`config.mk`:
```
export PLATFORM = sky130hd
export DESIGN_NAME = ip_infraction_ban_table_core
export DESIGN_NICKNAME = d
export VERILOG_FILES = /design/src/rtl/iban_pkg.sv /design/src/rtl/ip_infraction_ban_table_core.sv /design/src/rtl/iban_ram.sv
export VERILOG_INCLUDE_DIRS = /design/src /design/src/rtl
export SDC_FILE = /design/constraint.sdc
export NUM_CORES = 1
export LEC_CHECK = 0
export BUFFER_PORTS_ARGS = -buffer_cell sky130_fd_sc_hd__buf_2
export CAP_MARGIN = 25
export CORE_MARGIN = 5
export CORE_UTILIZATION = 25
export DETAILED_ROUTE_END_ITERATION = 10
export GPL_TIMING_DRIVEN = 0
export PLACE_DENSITY_LB_ADDON = 0.08
export SYNTH_ARGS = -nofsm -noshare
export SYNTH_HDL_FRONTEND = slang
export SYNTH_SLANG_ARGS = --single-unit
```
`constraint.sdc`:
```
create_clock -name clk -period 7.1 [get_ports clk]
set_clock_uncertainty 0.2 [all_clocks]
set_input_delay 1.065 -clock clk [delete_from_list [all_inputs] [get_ports clk]]
set_output_delay 1.065 -clock clk [all_outputs]
set_load 0.03 [all_outputs]
```
`src/rtl/assert_macros.svh`:
```
// Assertion macros used by the RTL of the infraction ban table.
`ifndef ASSERT_MACROS_SVH
`define ASSERT_MACROS_SVH

`ifndef SYNTHESIS
// Check a property on every rising edge of clk outside reset.
`define IBAN_ASSERT(lbl, prop, msg) \
    lbl: assert property (@(posedge clk) disable iff (!rst_n) (prop)) else $error(msg);
// Check that an expression is never true outside reset.
`define IBAN_NEVER(lbl, expr, msg) \
    lbl: assert property (@(posedge clk) disable iff (!rst_n) !(expr)) else $error(msg);
`else
`define IBAN_ASSERT(lbl, prop, msg)
`define IBAN_NEVER(lbl, expr, msg)
`endif

`endif

```
`src/rtl/iban_pkg.sv`:
```
// Types and constants of the infraction ban table.
`default_nettype none
package iban_pkg;

    typedef enum logic [1:0] {
        ST_IDLE,
        ST_SCAN,
        ST_FINISH
    } state_t;

    typedef struct packed {
        logic [31:0] address;
        logic [7:0]  count;
        logic [31:0] stamp;
    } rec_t;

    localparam logic       CMD_CHECK      = 1'b0;
    localparam logic       CMD_ADD        = 1'b1;

    localparam logic       CFG_COOLDOWN   = 1'b0;
    localparam logic       CFG_THRESHOLD  = 1'b1;

    localparam logic [2:0] STS_NOT_BANNED = 3'd0;
    localparam logic [2:0] STS_BANNED     = 3'd1;
    localparam logic [2:0] STS_ADDED      = 3'd2;
    localparam logic [2:0] STS_UPDATED    = 3'd3;
    localparam logic [2:0] STS_FULL       = 3'd4;

    localparam logic [31:0] COOLDOWN_RESET  = 32'd86400;
    localparam logic [7:0]  THRESHOLD_RESET = 8'd3;
    localparam logic [7:0]  COUNT_MAX       = 8'd255;

endpackage
`default_nettype wire

```
`src/rtl/ip_infraction_ban_table_core.sv`:
```
// Top level of the IPv4 infraction ban table with expiring records.
// Usage:
//   Input channel (in_valid/in_ready): one transaction carries command,
//   ip_address and now_seconds. command 0 checks an address, 1 records an
//   infraction. Output channel (out_valid/out_ready): one transaction per
//   input carries banned and status.
//   Configuration: cfg_we writes cfg_data into register cfg_index (0 cooldown,
//   1 ban threshold) at the same edge; write only while the block is idle.
// Sequence:
//   From the accepting edge the block sweeps every entry, one entry per
//   cycle through the registered RAM read and one shared subtract/compare
//   unit, then commits the result. in_ready returns in the same cycle as
//   the result becomes valid, so a new transaction is taken only after the
//   last one has committed.
// Reset:
//   All valid bits clear at once, so the table is empty; registers return to
//   cooldown 86400 and threshold 3. No clearing pass is needed.
// Stall:
//   A finished result holds in the output register until taken; the next
//   transaction is accepted meanwhile, and its commit waits for the slot.
`default_nettype none
`include "assert_macros.svh"
module ip_infraction_ban_table_core
    import iban_pkg::*;
#(
    parameter int TABLE_ENTRIES = 16
) (
    input  wire logic        clk,
    input  wire logic        rst_n,
    input  wire logic        in_valid,
    output logic             in_ready,
    input  wire logic        command,
    input  wire logic [31:0] ip_address,
    input  wire logic [31:0] now_seconds,
    output logic             out_valid,
    input  wire logic        out_ready,
    output logic             banned,
    output logic [2:0]       status,
    input  wire logic        cfg_we,
    input  wire logic        cfg_index,
    input  wire logic [31:0] cfg_data
);

    localparam int IDXW = (TABLE_ENTRIES > 1) ? $clog2(TABLE_ENTRIES) : 1;
    localparam int CNTW = $clog2(TABLE_ENTRIES + 1);
    localparam logic [CNTW-1:0] CNT_END = CNTW'(TABLE_ENTRIES);
    localparam int RECW = $bits(rec_t);

    // Sequencer and configuration
    state_t            state_reg, state_next;
    logic [31:0]       cooldown_reg;
    logic [7:0]        threshold_reg;

    // Latched transaction
    logic              cmd_reg, cmd_next;
    logic [31:0]       addr_reg, addr_next;
    logic [31:0]       now_reg, now_next;

    // Sweep state
    logic [CNTW-1:0]   cnt_reg, cnt_next;
    logic [IDXW-1:0]   eval_idx_reg, eval_idx_next;
    logic [TABLE_ENTRIES-1:0] valid_reg, valid_next;
    logic              hit_reg, hit_next;
    logic [IDXW-1:0]   hit_idx_reg, hit_idx_next;
    logic [7:0]        hit_count_reg, hit_count_next;
    logic              free_reg, free_next;
    logic [IDXW-1:0]   free_idx_reg, free_idx_next;

    // Result register
    logic              out_valid_reg, out_valid_next;
    logic              banned_reg, banned_next;
    logic [2:0]        status_reg, status_next;

    // Control strobes
    logic              accept;
    logic              ram_re;
    logic              eval_en;
    logic              commit;

    // RAM ports
    logic              ram_we;
    logic [IDXW-1:0]   ram_waddr;
    rec_t              ram_wdata;
    rec_t              ram_rdata;
    logic [RECW-1:0]   ram_rbits;

    // Shared compare unit
    logic [31:0]       age;
    logic              entry_valid;
    logic              expired;
    logic [7:0]        count_inc;

    iban_ram #(
        .WIDTH (RECW),
        .DEPTH (TABLE_ENTRIES)
    ) u_rec_ram (
        .clk   (clk),
        .we    (ram_we),
        .waddr (ram_waddr),
        .wdata (ram_wdata),
        .re    (ram_re),
        .raddr (cnt_reg[IDXW-1:0]),
        .rdata (ram_rbits)
    );

    assign ram_rdata = rec_t'(ram_rbits);

    assign in_ready  = (state_reg == ST_IDLE);
    assign out_valid = out_valid_reg;
    assign banned    = banned_reg;
    assign status    = status_reg;

    // Next state
    always_comb
    begin
        state_next = state_reg;
        case (state_reg)
            ST_IDLE:
            begin
                if (in_valid)
                begin
                    state_next = ST_SCAN;
                end
            end
            ST_SCAN:
            begin
                if (cnt_reg == CNT_END)
                begin
                    state_next = ST_FINISH;
                end
            end
            ST_FINISH:
            begin
                if (commit)
                begin
                    state_next = ST_IDLE;
                end
            end
            default:
            begin
                state_next = ST_IDLE;
            end
        endcase
    end

    // Sequencer outputs
    always_comb
    begin
        accept  = 1'b0;
        ram_re  = 1'b0;
        eval_en = 1'b0;
        commit  = 1'b0;
        case (state_reg)
            ST_IDLE:
            begin
                accept = in_valid;
            end
            ST_SCAN:
            begin
                ram_re  = (cnt_reg < CNT_END);
                eval_en = (cnt_reg != '0);
            end
            ST_FINISH:
            begin
                commit = !out_valid_reg || out_ready;
            end
            default:
            begin
                accept = 1'b0;
            end
        endcase
    end

    // Age and match unit, used once per swept entry
    assign entry_valid = valid_reg[eval_idx_reg];
    assign age         = now_reg - ram_rdata.stamp;
    assign expired     = entry_valid && (age > cooldown_reg);
    assign count_inc   = (hit_count_reg == COUNT_MAX) ? hit_count_reg : hit_count_reg + 8'd1;

    // Datapath
    always_comb
    begin
        cmd_next       = cmd_reg;
        addr_next      = addr_reg;
        now_next       = now_reg;
        cnt_next       = cnt_reg;
        eval_idx_next  = eval_idx_reg;
        valid_next     = valid_reg;
        hit_next       = hit_reg;
        hit_idx_next   = hit_idx_reg;
        hit_count_next = hit_count_reg;
        free_next      = free_reg;
        free_idx_next  = free_idx_reg;
        out_valid_next = out_valid_reg && !out_ready;
        banned_next    = banned_reg;
        status_next    = status_reg;
        ram_we         = 1'b0;
        ram_waddr      = hit_idx_reg;
        ram_wdata      = '{address: addr_reg, count: hit_count_reg, stamp: now_reg};

        if (accept)
        begin
            cmd_next  = command;
            addr_next = ip_address;
            now_next  = now_seconds;
            cnt_next  = '0;
            hit_next  = 1'b0;
            free_next = 1'b0;
        end

        if (ram_re)
        begin
            cnt_next      = cnt_reg + CNTW'(1);
            eval_idx_next = cnt_reg[IDXW-1:0];
        end

        if (eval_en)
        begin
            // Drop the expired record; it becomes a free slot
            if (expired)
            begin
                valid_next[eval_idx_reg] = 1'b0;
            end
            if (entry_valid && !expired && !hit_reg && ram_rdata.address == addr_reg)
            begin
                hit_next       = 1'b1;
                hit_idx_next   = eval_idx_reg;
                hit_count_next = ram_rdata.count;
            end
            if ((!entry_valid || expired) && !free_reg)
            begin
                free_next     = 1'b1;
                free_idx_next = eval_idx_reg;
            end
        end

        if (commit)
        begin
            out_valid_next = 1'b1;
            banned_next    = 1'b0;
            if (cmd_reg == CMD_CHECK)
            begin
                if (hit_reg && hit_count_reg >= threshold_reg)
                begin
                    ram_we      = 1'b1;
                    banned_next = 1'b1;
                    status_next = STS_BANNED;
                end
                else
                begin
                    status_next = STS_NOT_BANNED;
                end
            end
            else if (hit_reg)
            begin
                ram_we          = 1'b1;
                ram_wdata.count = count_inc;
                if (count_inc >= threshold_reg)
                begin
                    banned_next = 1'b1;
                    status_next = STS_BANNED;
                end
                else
                begin
                    status_next = STS_UPDATED;
                end
            end
            else if (free_reg)
            begin
                ram_we                   = 1'b1;
                ram_waddr                = free_idx_reg;
                ram_wdata.count          = 8'd1;
                valid_next[free_idx_reg] = 1'b1;
                status_next              = STS_ADDED;
            end
            else
            begin
                status_next = STS_FULL;
            end
        end
    end

    // Control registers
    always_ff @(posedge clk or negedge rst_n)
    begin
        if (!rst_n)
        begin
            state_reg     <= ST_IDLE;
            valid_reg     <= '0;
            out_valid_reg <= 1'b0;
            cooldown_reg  <= COOLDOWN_RESET;
            threshold_reg <= THRESHOLD_RESET;
            cnt_reg       <= '0;
            hit_reg       <= 1'b0;
            free_reg      <= 1'b0;
        end
        else
        begin
            state_reg     <= state_next;
            valid_reg     <= valid_next;
            out_valid_reg <= out_valid_next;
            cnt_reg       <= cnt_next;
            hit_reg       <= hit_next;
            free_reg      <= free_next;
            if (cfg_we)
            begin
                case (cfg_index)
                    CFG_COOLDOWN:  cooldown_reg  <= cfg_data;
                    CFG_THRESHOLD: threshold_reg <= cfg_data[7:0];
                    default:       cooldown_reg  <= cooldown_reg;
                endcase
            end
        end
    end

    // Payload registers
    always_ff @(posedge clk)
    begin
        cmd_reg       <= cmd_next;
        addr_reg      <= addr_next;
        now_reg       <= now_next;
        eval_idx_reg  <= eval_idx_next;
        hit_idx_reg   <= hit_idx_next;
        hit_count_reg <= hit_count_next;
        free_idx_reg  <= free_idx_next;
        banned_reg    <= banned_next;
        status_reg    <= status_next;
    end

    `IBAN_ASSERT(a_accept_starts_scan, (in_valid && in_ready) |=> (state_reg == ST_SCAN), "accepted transaction did not start a sweep")
    `IBAN_ASSERT(a_finish_after_sweep, (state_reg == ST_FINISH) |-> (cnt_reg == CNT_END), "commit reached before the sweep ended")
    `IBAN_ASSERT(a_banned_matches_status, out_valid_reg |-> (banned_reg == (status_reg == STS_BANNED)), "banned flag disagrees with status")
    `IBAN_NEVER(a_insert_into_used, commit && ram_we && !hit_reg && (cmd_reg == CMD_ADD) && valid_reg[free_idx_reg], "insert overwrote a valid record")

endmodule
`default_nettype wire

```
`src/rtl/iban_ram.sv`:
```
// Generic single-port-write, single-port-read RAM with registered read data.
`default_nettype none
module iban_ram #(
    parameter int WIDTH = 72,
    parameter int DEPTH = 16
) (
    input  wire logic                                   clk,
    input  wire logic                                   we,
    input  wire logic [(DEPTH > 1 ? $clog2(DEPTH) : 1)-1:0] waddr,
    input  wire logic [WIDTH-1:0]                       wdata,
    input  wire logic                                   re,
    input  wire logic [(DEPTH > 1 ? $clog2(DEPTH) : 1)-1:0] raddr,
    output logic      [WIDTH-1:0]                       rdata
);

    logic [WIDTH-1:0] mem_reg [DEPTH];

    always_ff @(posedge clk)
    begin
        if (we)
        begin
            mem_reg[waddr] <= wdata;
        end
        if (re)
        begin
            rdata <= mem_reg[raddr];
        end
    end

endmodule
`default_nettype wire

```
---- Yosys cells after proc, flatten, opt, wreduce, memory -nomap -nowiden ----
Memory sizes are Yosys's and may differ from the RTL's. A register that Yosys moved wholly into a read port is not among the register bits.
Cells that the tools add are included.
storage, ports and cells
  flip-flop bits (word level) ............. 155
  ROM bits ................................ 0
  memories kept ........................... 1
  word-level logic and storage cells ...... 119
  latch bits .............................. 0
  output and inout bits ................... 6
  memory bits (writable) .................. 1152
memory list
  name               depth  bits a word  rd ports  clocked after memory_dff  write ports  line            RTL
  u_rec_ram.mem_reg  16     72           1         1                         1            iban_ram.sv:16  logic [WIDTH-1:0] mem_reg [DEPTH];
operators by class
  add/subtract/negate cells ............... 3
  order comparisons ....................... 8
  reduce and logical (&&, ||, !) cells .... 25
  div/mod/pow operators ................... 0
  mux-type cells .......................... 53
  shifts and indexed selects .............. 0
  equal/unequal tests ..................... 8
  bitwise gates (word level) .............. 4
  multipliers ............................. 0
operator list
  cell                 number
  $mux 16              6
  $mux 8               5
  $eq 32x32->1         1
  $gt 32x32->1         1
  $sub 32x32->32       1
  $mux 1               25
  $and 16x16->16       1
  $ge 8x8->1           2
  $mux 4               4
  $not 16->16          1
  $or 16x16->16        1
  $lt 4x5->1 const B   2
  $mux 5               2
  $logic_and 1x1->1    9
  $mux 3               3
  $add 8x1->8 const B  1
  $demux 1 s4          2
  $eq 8x8->1 const B   1
  $ge 4x1->1 const B   2
  $mux 2               4
  $reduce_and 2->1     4
  $logic_not 1->1      6
  $ne 2x2->1 const B   3
  $pmux 2 s3           1
  12 further kinds     13

---- Logic depth before layout (Yosys ltp) ----
  depth after elaboration ................. 13
  gate-level depth with buffers ........... 20
  gate-level depth less buffers ........... 20

---- Modules after synthesis ----
Synthesis repeated with hierarchy kept, for this count alone.
unflattened totals
  cells, all modules ...................... 2679
  area, all modules ....................... 54189.5 um^2
by module, submodules not included
  module                        instances  sequential area each (um^2)  area each (um^2)  cells each
  iban_ram                      1          36755.3                      45270.9           1850
  ip_infraction_ban_table_core  1          4332.9                       8918.6            829

---- Least setup slack after synthesis ----
Ideal clock, no wire load.
  path type ............................... input to register
  from .................................... in out_ready
  to ...................................... mem u_rec_ram.mem_reg[3][0] (enable)
  stages on the path ...................... 9
  path slack .............................. -1.210 ns
  library setup time ...................... 0.590 ns
  buffers on the path ..................... 3
  required time ........................... 6.310 ns
  arrival ................................. 7.519 ns
  cells stage by stage .................... nand2b_1 and3_1 and2_1 clkbuf_1 nand2b_1 clkbuf_1 clkbuf_1 a31oi_1 nor3_1
on the way
  word-level cells in the longest chain between the ends .. 5
  elaborated cells between the ends (all ways) .. 6
  those cells by class .................... mux: 5; reduce/logical: 1
ends and longest elaborated chain
  item                          line                                 RTL
  start, declared               ip_infraction_ban_table_core.sv:36   input wire logic out_ready,
  $logic_or 1x1->1 (*)          ip_infraction_ban_table_core.sv:165  commit = !out_valid_reg || out_ready;
  $mux 1 (*)                    ip_infraction_ban_table_core.sv:153  case (state_reg)
  via commit                    ip_infraction_ban_table_core.sv:78   logic commit;
  $mux 1                        ip_infraction_ban_table_core.sv:237  if (commit)
  $mux 1                        iban_ram.sv:20                       if (we)
  $mux 1 (not written as such)  iban_ram.sv:22                       mem_reg[waddr] <= wdata;
  end, declared                 iban_ram.sv:16
Mark *: on every way through the listed nets, which the timed path passes. The rest lies on a longest branch.

---- Final worst setup path ----
  from .................................... reg now_reg[1]
  to ...................................... reg free_idx_reg[2] (enable)
on the way
  word-level cells in the longest chain between the ends .. 6
ends and longest elaborated chain
  item                        line                                 RTL
  start, declared             ip_infraction_ban_table_core.sv:57   logic [31:0] now_reg, now_next;
  start signal, assigned      ip_infraction_ban_table_core.sv:321  now_reg <= now_next;
  $sub 32x32->32              ip_infraction_ban_table_core.sv:176  assign age = now_reg - ram_rdata.stamp;
  $gt 32x32->1                ip_infraction_ban_table_core.sv:177  assign expired = entry_valid && (age > cooldown_reg);
  $logic_and 1x1->1           ip_infraction_ban_table_core.sv:177
  $logic_or 1x1->1            ip_infraction_ban_table_core.sv:230  if ((!entry_valid || expired) && !free_reg)
  $logic_and 1x1->1           ip_infraction_ban_table_core.sv:230
  $reduce_and 2->1 (no line)  -
  end signal, assigned        ip_infraction_ban_table_core.sv:325  free_idx_reg <= free_idx_next;
  end, declared               ip_infraction_ban_table_core.sv:67   logic [IDXW-1:0] free_idx_reg, free_idx_next;
No other way between the ends.
A chain may end at the register's enable or synchronous reset.

==> metrics.txt <==
status complete, no violations; Post-Place Worst Slack -59.71 ps; CP startpoint kind flip-flop; largest family of logic cells by synthesized area multiplexers; final wirelength about 180 mm; largest net degree at the start of global routing 37; Critical Path Fanout Max 18; XOR/XNOR Fraction of Synth Area under 10%; CP max-delay cell edfxtp_1; register area share after synthesis between 70% and 80%; clock sink count roughly 1400; Post-Synth Simple-Gate Area between 2 and 3%; Async SR Flop Fraction 4.786%; GRT overflow 0; Boundary Pins between 100 and 150; dominant cell type by area after synthesis edfxtp_1; Psw between 8 and 9 mW; Final period util 92.59%; Least-Margin Pin Slew 1096 ps; flops & latches, synth 1379; residual DRC count 0; fraction of layout cells with a size suffix above 1 a little under a quarter; max-slew violation count 0; total die area roughly 230000 µm²; IO Port Bufs about 110; Synth area leaders edfxtp_1 (71%), mux4_2 (6.0%), mux2i_1 (3.9%), dfrtp_1 (2.7%), o21ai_0 (2.0%); Gate Count Post-Synth approximately 3100; yosys warns 0; core area ~220000 µm²; Post-Place Cells 6406; Final setup viols 0; number of global-route vias before repair 31053; post-route cell area a little under 70000 µm²; Avg WL per Cell 26.10 µm; RSZ-0062 raised after global routing no; CTS tree yes; Req. time, crit path ~7400 ps; post-DR vias/cell ~4.5; half-perimeter wire length after placement 126.5 mm; Area Growth Syn to Fin 22.30%; Vias 30052; Die H 479.8 µm; Inserted Clock Buffers 165; Clk network pwr share between 30% and 40%; register-to-register setup slack around 530 ps; DRT iter0 DRCs roughly 2100; Final Critical Period 6574 ps; Leak ~23 nW; Synth Flop Type edfxtp_1; clock root buffer clkbuf_16; fraction of synthesized area in multiplexers 11.63%; Avg Inst Size Synth around 18 µm²; kind of critical path reg2reg; initial cell density of the core approximately a quarter; Final nets 3806; complex-gate fraction of the synthesized area around 6.7%; Net Count, Synth roughly 3300; Final Hold Fails 0; post-synthesis adder-cell area fraction 1.895%; slew margin rel. roughly 27%; Max Fclk ~150 MHz; first-pass GRT wire length 245.2 mm; Cell Count, Final, Fillers Out ~6700; P_int around 17 mW; Clock Latency Late Sink roughly 800 ps; post-place instance area 62250 µm²; sw frac 33.28%; PwrDens a little under 400 nW/µm²; gpl congestion ~0.76; setup TNS 0 ps; DRT Pass-1 Iters 6; Worst-path clk slew 60 ps; synth cell count leaders edfxtp_1 (1313), o21ai_0 (219), mux2i_1 (216); Hold WC Path Type reg2reg; count leader, synth edfxtp_1; row count 172; CP Cell Sequence ha_1 > nor2b_1 > o31a_1 > o31ai_1 > o311a_1 > o21ai_0 > a211o_1 > a21oi_1 > xnor2_1 > ha_1 > nand4_1 > or4_1 > o41ai_2 > nor3b_4 > o21ai_0 > and2_1; final worst slack roughly 530 ps; Comb power frac between 30% and 40%; top cell type's share of synthesized area between 70% and 80%; Post-Syn Area 55190 µm²; CP peak stage delay 790 ps; Clock Path Buffers 3; register share of total power 38.6%; max FFs per register about 1200; post-route ant nets 0; MaxCap Viol Count 0; Die Span X 479.8 µm; number of flops mapped to enable cells by yosys approximately 1300; WHS between 200 and 250 ps; endpoint class of the critical path flip-flop; crit path DAT ~6900 ps; antenna violations before repair 8; CTS H-tree depth 4; Peak VDD IR about 0.22 mV; Yosys cell types 60; All-Layer GR Usage around 15%
## kinds of logic after synthesis
| group | after synthesis |
|---|---|
| flip-flops | 1379 |
| AO/OA/AOI/OAI | 588 |
| multiplexers | 446 |
| AND/OR/NAND/NOR | 313 |
| buffers and inverters | 239 |
| adder cells (fa/ha/maj) | 83 |
| XOR/XNOR | 64 |
## routing by layer
layer | wire, µm | up-vias | GRT usage [%] | part of all wire (%)
met2 | 80740 | 642 | 23.90 | 46
met3 | 8156 | 191 | 2.856 | 4.7
li1 | - | 13521 | - | -
met4 | 3028 | 0 | 3.192 | 1.7
met1 | 83230 | 15698 | 21.47 | 48
met5 | 0 | - | 0 | 0
## final cells by class
type,instances,area [µm²]
Timing Repair Buffer,341,3292
Inverter,100,380.4
Sequential cell,1379,41090
Buffer,139,551.8
Clock buffer,209,4324
Fill cell,21518,152200
Multi-Input combinational cell,1494,13300
Clock inverter,87,843.3
Tap cell,2958,3701
Antenna cell,3,7.507
## what timing repair did
item,CTS,global route
endpoints found under the setup margin,12,20
setup buffers,0,3
hold buffers,1,0
gates resized for setup,1,2
endpoints found under the hold margin,12,0
## critical path: cells and delay by family (launching register included)
family,cells,cell delay [ps]
fa+ha+maj,2,680
compound gates,8,2930
xor+xnor,1,120
simple gates,5,1520
flops,1,790
## cell usage in the layout, fill, tap and decap left out, types with 10 or more instances in the layout
cell and n:
a21o_1 26, a21oi_1 113, a221oi_1 72, a22oi_1 88, a31oi_1 12, buf_1 23, buf_2 128, buf_4 24
buf_6 167, buf_8 37, bufinv_16 11, clkbuf_1 133, clkbuf_16 165, clkinv_1 38, clkinv_2 17, dfrtp_1 59
edfxtp_1 1313, ha_1 82, inv_1 99, mux2_2 82, mux2i_1 216, mux4_2 148, nand2_1 149, nand2b_1 11
nand3_1 16, nand4_1 10, nor2_1 48, nor2b_1 11, nor3_1 14, nor3_2 17, o21ai_0 219, xnor2_1 38
xor2_1 26
## final timing paths
check / startpoint / to / cells after the start
setup / recovery: now_reg[1] / free_idx_reg[2] / 16
hold / removal: u_rec_ram.rdata[32] / hit_count_reg[0] / 0
setup reg to reg: now_reg[1] / free_idx_reg[2] / 16
hold reg to reg: u_rec_ram.rdata[32] / hit_count_reg[0] / 0
max in group asynchronous: rst_n / threshold_reg[0] / 3
min in group asynchronous: rst_n / cooldown_reg[18] / 2
## stage by stage
step / total power [mW] / util (%)
6_report: 26.06 / 30.72
5_1_grt: 27.55 / 30.71
3_5_place_dp: 18.24 / 28.33
3_3_place_gp: 17.79 / 27.05
2_1_floorplan: 14.79 / -
4_1_cts: 26.61 / 30.69
## power by group through the flow
stage	registers [mW]	logic, mW	clock network (mW)
after global placement	10.2	7.61	0
after CTS	10.1	8.04	8.50
after global routing	10.1	8.58	8.85
after detailed placement	10.2	8.00	0
after floorplan	10.0	4.74	0
final	10.0	7.82	8.19
Power figures use the tool's default switching activity.
